File: src/rtl/dgm_pkg.sv
package dgm_pkg;

  localparam int MAX_WIDTH_DEF  = 2048;
  localparam int MAX_HEIGHT_DEF = 4096;
  localparam int FRAC_BITS_DEF  = 8;

  localparam int PIX_W          = 8;
  localparam int MAG_W          = 17;
  localparam int ROW_WIDTH_W    = 12;
  localparam int FRAME_HEIGHT_W = 13;
  localparam int CFG_DATA_W     = 13;
  localparam int CFG_INDEX_W    = 1;

  // diagonal differences and their sum/difference
  localparam int DIFF_W = PIX_W + 1;
  localparam int GRAD_W = PIX_W + 2;
  // |g| <= 510, so g*g < 2^18 and the sum of two squares < 2^19
  localparam int SQ_W   = 18;
  localparam int SUM_W  = 19;

  localparam logic [MAG_W-1:0] MAG_MAX = '1;

  localparam logic [ROW_WIDTH_W-1:0]    ROW_WIDTH_RST    = 12'd960;
  localparam logic [FRAME_HEIGHT_W-1:0] FRAME_HEIGHT_RST = 13'd1280;

  typedef enum logic [CFG_INDEX_W-1:0] {
    REG_ROW_WIDTH    = 1'b0,
    REG_FRAME_HEIGHT = 1'b1
  } cfg_reg_t;

  typedef struct packed {
    logic valid;
    logic row_end;
    logic frame_end;
  } tag_t;

endpackage

File: src/rtl/dgm_sqrt_cell.sv
module dgm_sqrt_cell #(
  parameter int SW = 34,
  parameter int RB = 17
) (
  input  logic                 clk,
  input  logic                 rst,
  input  logic                 en,
  input  dgm_pkg::tag_t        tag_in,
  input  logic [SW-1:0]        rad_in,
  input  logic [RB+1:0]        rem_in,
  input  logic [RB-1:0]        root_in,
  output dgm_pkg::tag_t        tag_out,
  output logic [SW-1:0]        rad_out,
  output logic [RB+1:0]        rem_out,
  output logic [RB-1:0]        root_out
);

  logic [RB+3:0] cur;
  logic [RB+3:0] trial;
  logic          fits;

  // bring down the next two radicand bits and try root*4+1
  assign cur   = {rem_in, rad_in[SW-1:SW-2]};
  assign trial = (RB + 4)'({root_in, 2'b01});
  assign fits  = cur >= trial;

  always_ff @(posedge clk) begin
    if (rst)
      tag_out <= '0;
    else if (en)
      tag_out <= tag_in;
  end

  always_ff @(posedge clk) begin
    if (en) begin
      rad_out  <= {rad_in[SW-3:0], 2'b00};
      rem_out  <= fits ? (RB + 2)'(cur - trial) : (RB + 2)'(cur);
      root_out <= {root_in[RB-2:0], fits};
    end
  end

endmodule

File: config.mk
export PLATFORM = sky130hd
export DESIGN_NAME = dgm_sqrt_cell
export DESIGN_NICKNAME = d
export VERILOG_FILES = /design/src/rtl/dgm_pkg.sv /design/src/rtl/dgm_sqrt_cell.sv
export SDC_FILE = /design/constraint.sdc
export NUM_CORES = 1
export LEC_CHECK = 0
export BUFFER_PORTS_ARGS = -buffer_cell sky130_fd_sc_hd__buf_2
export CAP_MARGIN = 0
export CORE_ASPECT_RATIO = 0.7
export CORE_UTILIZATION = 48
export DETAILED_ROUTE_END_ITERATION = 10
export PLACE_DENSITY = 0.82
export RECOVER_POWER = 100
export SYNTH_ARGS = -nofsm -noshare
export SYNTH_HDL_FRONTEND = slang
export SYNTH_SLANG_ARGS = --single-unit
File: constraint.sdc
create_clock -name clk -period 2.5 [get_ports clk]
set_clock_uncertainty 0.05 [all_clocks]
set_input_delay 0.25 -clock clk [delete_from_list [all_inputs] [get_ports clk]]
set_output_delay 0.25 -clock clk [all_outputs]
set_load 0.1 [all_outputs]
==> results of run 1 <==
[worst paths after layout]
kind                               endpoint  depth (start not counted)
worst min register to register   tag_out[2]                          2
worst min-delay path            rad_out[20]                          1
worst max register to register   tag_out[1]                          2
worst max-delay path            rem_out[14]                          9
[through the flow]
stage / hold slack [ns] / util / cells / setup TNS (ns) / cell area (um^2)
after floorplan: 0.272 / - / 255 / 0 / 3490
after global placement: 0.377 / 0.655 / 515 / -0.343 / 4500
after detailed placement: 0.378 / 0.655 / 515 / -3.22 / 4500
after CTS: 0.0118 / 0.684 / 531 / 0 / 4710
after global routing: 0.0000560 / 0.667 / 532 / 0 / 4590
final: 0.0256 / 0.667 / 532 / 0 / 4590
[worst register-to-register path: stages (launching register included)]
cell and delay, ns:
dfxtp_1 0.32, mux2i_1 0.13, nor2_1 0.06
[final cells by class]
cell class	count	area [um^2]
inverters	22	82.6
clock buffers	10	138
clock inverters	6	67.6
fillers	567	2290
well taps	94	118
multi-input cells	155	1220
flip-flops and latches	71	2100
repair buffers	174	855
[timing repair]
action                                 in CTS  in global routing
hold buffers                                0                  1
endpoints found under the hold margin       0                  1
setup buffers                               0                  0
[synthesized netlist by cell type (2+ instances only)]
master     n  share of area
a211oi_1   4         0.0086
a21boi_0   2         0.0043
a21o_1     4         0.0086
a21oi_1   14          0.020
a31oi_1    2         0.0036
and2_1     2         0.0036
and3_1     2         0.0036
buf_2      2         0.0029
buf_4      2         0.0043
buf_6      3         0.0097
dfxtp_1    3          0.017
edfxtp_1  68           0.59
ha_1      19          0.068
inv_1     22          0.024
mux2_4    16          0.069
mux2i_1    4          0.011
nand2_1   15          0.016
nand2b_1   2         0.0036
nand3_1    2         0.0029
nand4_1    4         0.0072
nor2_1    10          0.011
nor3_1     3         0.0043
o211ai_1   5          0.011
o21ai_0   10          0.014
o21ai_1    2         0.0029
xnor2_1    8          0.020
xor2_1     7          0.018
[power by group through the flow]
stage          logic [W]  clock network (W)  registers, W
5_1_grt          0.00151            0.00100       0.00149
6_report         0.00145           0.000939       0.00148
3_5_place_dp     0.00150                  0       0.00150
4_1_cts          0.00150           0.000961       0.00148
2_1_floorplan   0.000335                  0       0.00236
3_3_place_gp     0.00148                  0       0.00150
[sequential cells by signal, summed over array words and instances (netlist names)]
signal / cells
rem_out: 19
tag_out: 3
root_out: 17
rad_out: 32
[layer usage]
metal	GRT usage	routed length, um
met5	0	0
met4	0.0714	85
met1	0.271	3670
met3	0.0603	467
met2	0.370	3990
[kinds of logic after synthesis]
group / after synthesis / synth area share
and+or+nand+nor: 44 / 0.0614
xor gates and xnor gates: 15 / 0.0377
AOI/OAI and AO/OA: 54 / 0.104
muxes: 21 / 0.0837
DFF: 71 / 0.603
buffers and inverters: 29 / 0.0406
other: 1 / 0.00108
adders and majority gates: 19 / 0.0682
==> metrics, run 1 <==
Worst slew margin=-0.200; count of pins over their slew limit=32; HP Start=rad_in[18]; crit path DAT=between 2 and 2.5 ns; critical-path cell list=clkbuf_1 -> inv_1 -> ha_1 -> a211oi_1 -> o21ai_0 -> a21boi_0 -> o21ai_0 -> xor2_1 -> mux2_1; cts repair resizes=0; Unique masters post-synth=44; final net count=roughly 530; vias post-DR=~2600; Final ANT Viol Nets=0; Detailed Routing Iterations Pass 1=4; ant diodes=0; Crit Path Class=input pin to flip-flop; pre-CTS worst setup slack=-0.208 ns; outcome=finished, violations left; RSZ-0062 raised after global routing=false; syn_area_per_cell=13.7 um^2; Worst path top cell family by delay=compound AO/OA/AOI/OAI gates; DRC=0; Max Freq=roughly 0.42 GHz; CP Max Fanout=6; Req. time, crit path=~2.5 ns; #FFs+latches synth=71; Congestion Overflow GR=0; worst-margin pin slew=around 1.8 ns; Reg-to-Reg Start=tag_out[1]; Fin. Hold Viols=0; total wire length=roughly 8.2 mm; Switch Pwr=approximately 0.0016 W; number of port buffers=about 150; switching share of power=0.420; YS warnings=0; routed len/inst=about 15 um; commonest non-fill, non-tap cell in the layout=clkbuf_1; H-tree depth=3; CTS clock-pin slew for the worst setup and hold paths=0.07 ns; number of CTS-inserted buffers=9; clk buf depth=2; P per Cell Area=around 840 mW/mm^2; Design Power=roughly 0.0039 W; Die W=between 100 and 150 um; area of the core=between 0.006 and 0.007 mm^2; gr usage total=0.217; vias in the first global route=between 2000 and 3000; clk sinks=a little over 70; crit start category=input pin; ys flop type=edfxtp_1; Hold WC Path Type=input pin to flip-flop; largest net degree at the start of global routing=between 40 and 50; r2r setup slk=between 1.5 and 2 ns; Final setup viols=0; row count=25; Setup crit end kind=flip-flop; leakage=just under 2 nW; die footprint=approximately 0.0076 mm^2; clock share of power=0.243; Seq pwr share=0.383; CP bufs+invs=2; most frequent cells in the layout=clkbuf_1 (85), edfxtp_1 (68), buf_2 (63), inv_1 (22), buf_4 (22); initial detailed-routing violation count=~140; CP max stage delay=~0.43 ns; routed vias/inst=about 5; Mapped Cells=between 200 and 300; logic gate share of total power=0.374; share of layout cells above drive strength 1=0.279; Worst Setup SP=root_in[7]; post-synthesis sequential area ratio=0.603; fin worst setup slack=0.136 ns; CP max-delay cell=a211oi_1; violated checks=capacitance limit, slew limit; FFs w/ async S/R, synth=0; CTS tree=yes; clock latency at the later pin of the worst-skew pair=0.34 ns; max-cap violations=1; CTS Root Cell=clkbuf_8; Ports=about 150; period utilization=0.946; first-pass GRT wire length=~12 mm; die height=around 73 um; Int Power=between 0.002 and 0.0025 W; maximum vdd drop=around 0.35 mV; initial antenna violation count=0; number of synthesized flops with an enable pin=68; initial core utilization=0.506; Post-Syn Area=0.00348 mm^2; Worst path most repeated cell=o21ai_0; synth-to-layout area growth=31.7%; fin crit period=~2.4 ns; post-DP HPWL=6.31 mm; GP Congestion=about 0.87
Power figures use the tool's default switching activity.
==> run 2, diff against run 1 <==
- CORE_UTILIZATION: 48 -> 49
- CTS_BUF_LIST: not set -> sky130_fd_sc_hd__clkbuf_4
- PLACE_DENSITY: 0.82 -> 0.84
==> run 2 against run 1 <==
Against the previous run: the flow still finishes with violations (capacitance limit, slew limit); flip-flop and latch count did not move; combinational power barely moved; via count rose by 8.2%.
==> metrics, run 2 (same netlist as run 1, synthesis figures left out) <==
H-tree depth=3 (unchanged); initial core utilization=0.511 (+0.00464); CTS tree=yes; Design Power=0.00356 W (-7.8%); initial detailed-routing violation count=105 (-26%); CTS Root Cell=clkbuf_4; Congestion Overflow GR=0 (unchanged); P per Cell Area=729 mW/mm^2 (-14%); Ports=149 (unchanged); vias in the first global route=2749 (+5.0%); CP max stage delay=0.39 ns (-0.04 ns); CP Max Fanout=7 (+1); RSZ-0062 raised after global routing=false; post-CTS setup repair buffer count=0 (unchanged); initial antenna violation count=0 (unchanged); routed len/inst=15.3 um (-1.0%); commonest non-fill, non-tap cell in the layout=clkbuf_1; final net count=569 (+7.8%); GP Congestion=0.896 (+3.2%); max-cap violations=1 (unchanged); clock latency at the later pin of the worst-skew pair=0.41 ns (+0.07 ns); most frequent cells in the layout=clkbuf_1 (84), edfxtp_1 (68), buf_2 (62), dlygate4sd3_1 (49), inv_1 (22); worst hold stages=3 (+2); Worst slew margin=-0.583 (-0.382); Reg2Reg Depth=2 (unchanged); CP max-delay cell=ha_1; clk buf depth=2 (unchanged); HP Start=tag_in[1]; post-DP HPWL=5.86 mm (-7.2%); gr usage total=0.235 (+0.0178); violated checks=capacitance limit, slew limit; clk sinks=71 (unchanged); Largest regs=rad_out x32, rem_out x19, root_out x17; area of the core=0.00682 mm^2 (-0.91%); Setup crit end kind=flip-flop; leakage=2.02 nW (+4.2%); Hold WC Path Type=input pin to flip-flop; number of port buffers=146 (unchanged); register area=0.00210 mm^2 (unchanged); max reg flops=32 (unchanged); CP Capture Point=rem_out[13]; Worst Setup SP=root_in[8]; Req. time, crit path=2.63 ns (+0.09 ns); total wire length=8.76 mm (+6.6%); Reg-to-Reg Start=tag_out[2]; critical-path cell list=clkbuf_1 -> inv_1 -> ha_1 -> nand4_1 -> nor4_1 -> a2111oi_2 -> o21ai_0 -> a21o_1 -> buf_4 -> mux2_1; Crit Path Class=input pin to flip-flop; cts repair resizes=0 (unchanged); period utilization=0.870 (-0.0757); R2R Path End=tag_out[2]; row count=25 (unchanged); multi-input logic area=0.00118 mm^2 (-3.4%); worst-margin pin slew=2.37 ns (+0.573 ns); number of CTS-inserted buffers=9 (unchanged); Final ANT Viol Nets=0 (unchanged); Detailed Routing Iterations Pass 1=4 (unchanged); outcome=finished, violations left; Fin. Hold Viols=0 (unchanged); CTS clock-pin slew for the worst setup and hold paths=0.11 ns (+0.04 ns); Max Freq=0.460 GHz (+8.7%); count of pins over their slew limit=43 (+34%); routed vias/inst=5.00 (+0.46%); fin worst setup slack=0.325 ns (+0.189 ns); Die W=103 um (-1.0%); DRC=0 (unchanged); die footprint=0.00746 mm^2 (-2.0%); first-pass GRT wire length=12.9 mm (+4.4%); die height=72.5 um (-1.0%); pre-CTS worst setup slack=-0.0609 ns (+0.147 ns); share of layout cells above drive strength 1=0.217 (-0.0614); vias post-DR=2863 (+8.2%); Final setup viols=0 (unchanged); r2r setup slk=1.73 ns (-0.11 ns); FILL cells=535 (-5.6%); maximum vdd drop=0.338 mV (-2.7%); crit path DAT=2.30 ns (-0.11 ns); Most flops, register=rad_out; ant diodes=0 (unchanged); synth-to-layout area growth=40.4%; crit start category=input pin; fin crit period=2.18 ns (-0.189 ns); largest net degree at the start of global routing=44 (+7.3%)
==> run 2: cell count changes in the layout (fill, tap and decap cells not counted), sizes merged <==
cell / change
clkinvlp: -1
clkbuf: -2
buf: -5
dlygate4sd3: +48
inv: -1
clkinv: +3
bufinv: -1
==> run 2: timing repair <==
item,4_1_cts,5_1_grt
hold endpoints to repair,51,0
setup endpoints to repair,0,0
hold buffers,49,0
==> run 2: metrics by stage <==
stage | utilization | instances | cell area, um^2 | hold WS (ns) | setup TNS (ns)
floorplan | - | 255 | 3490 | 0.272 | 0
detailed placement | 0.653 | 508 | 4450 | 0.378 | -0.605
global placement | 0.653 | 508 | 4450 | 0.377 | 0
finish | 0.717 | 573 | 4890 | 0.0418 | 0
global route | 0.717 | 573 | 4890 | 0.0342 | 0
CTS | 0.742 | 573 | 5060 | 0.00780 | 0
==> run 2: how the worst min path moves through the flow <==
| stage | slack (ns) | end |
|---|---|---|
| finish | 0.04 | tag_out[1] |
| CTS | 0.008 | tag_out[1] |
| global route | 0.03 | tag_out[1] |
| global placement | 0.38 | rad_out[32] |
| detailed placement | 0.38 | rad_out[6] |
| floorplan | 0.27 | tag_out[0] |
==> run 2: final cells by class <==
cell class / count / area share
inverters: 22 / 0.0169
flip-flops and latches: 71 / 0.430
repair buffers: 215 / 0.264
clock inverters: 6 / 0.00793
well taps: 94 / 0.0240
multi-input cells: 155 / 0.242
clock buffers: 10 / 0.0153
==> run 2: critical path, delay by kind of cell <==
kind	cells	cell delay, ns
and+or+nand+nor	2	0.51
AOI/OAI and AO/OA	3	0.44
adders and majority gates	1	0.39
buffers and inverters	3	0.36
muxes	1	0.33
==> run 2: per-layer routing <==
layer | up-vias | wire (um) | part of all wire | GRT usage
li1 | 1387 | - | - | -
met4 | 0 | 201 | 0.023 | 0.0986
met5 | - | 0 | 0 | 0
met3 | 23 | 732 | 0.084 | 0.0761
met1 | 1331 | 3750 | 0.43 | 0.271
met2 | 122 | 4080 | 0.47 | 0.404
==> run 2: where the power goes <==
group	internal, W	switching [W]
registers	0.00145	0.0000346
logic	0.000313	0.00115
clock network	0.000212	0.000409
total	0.00197	0.00159
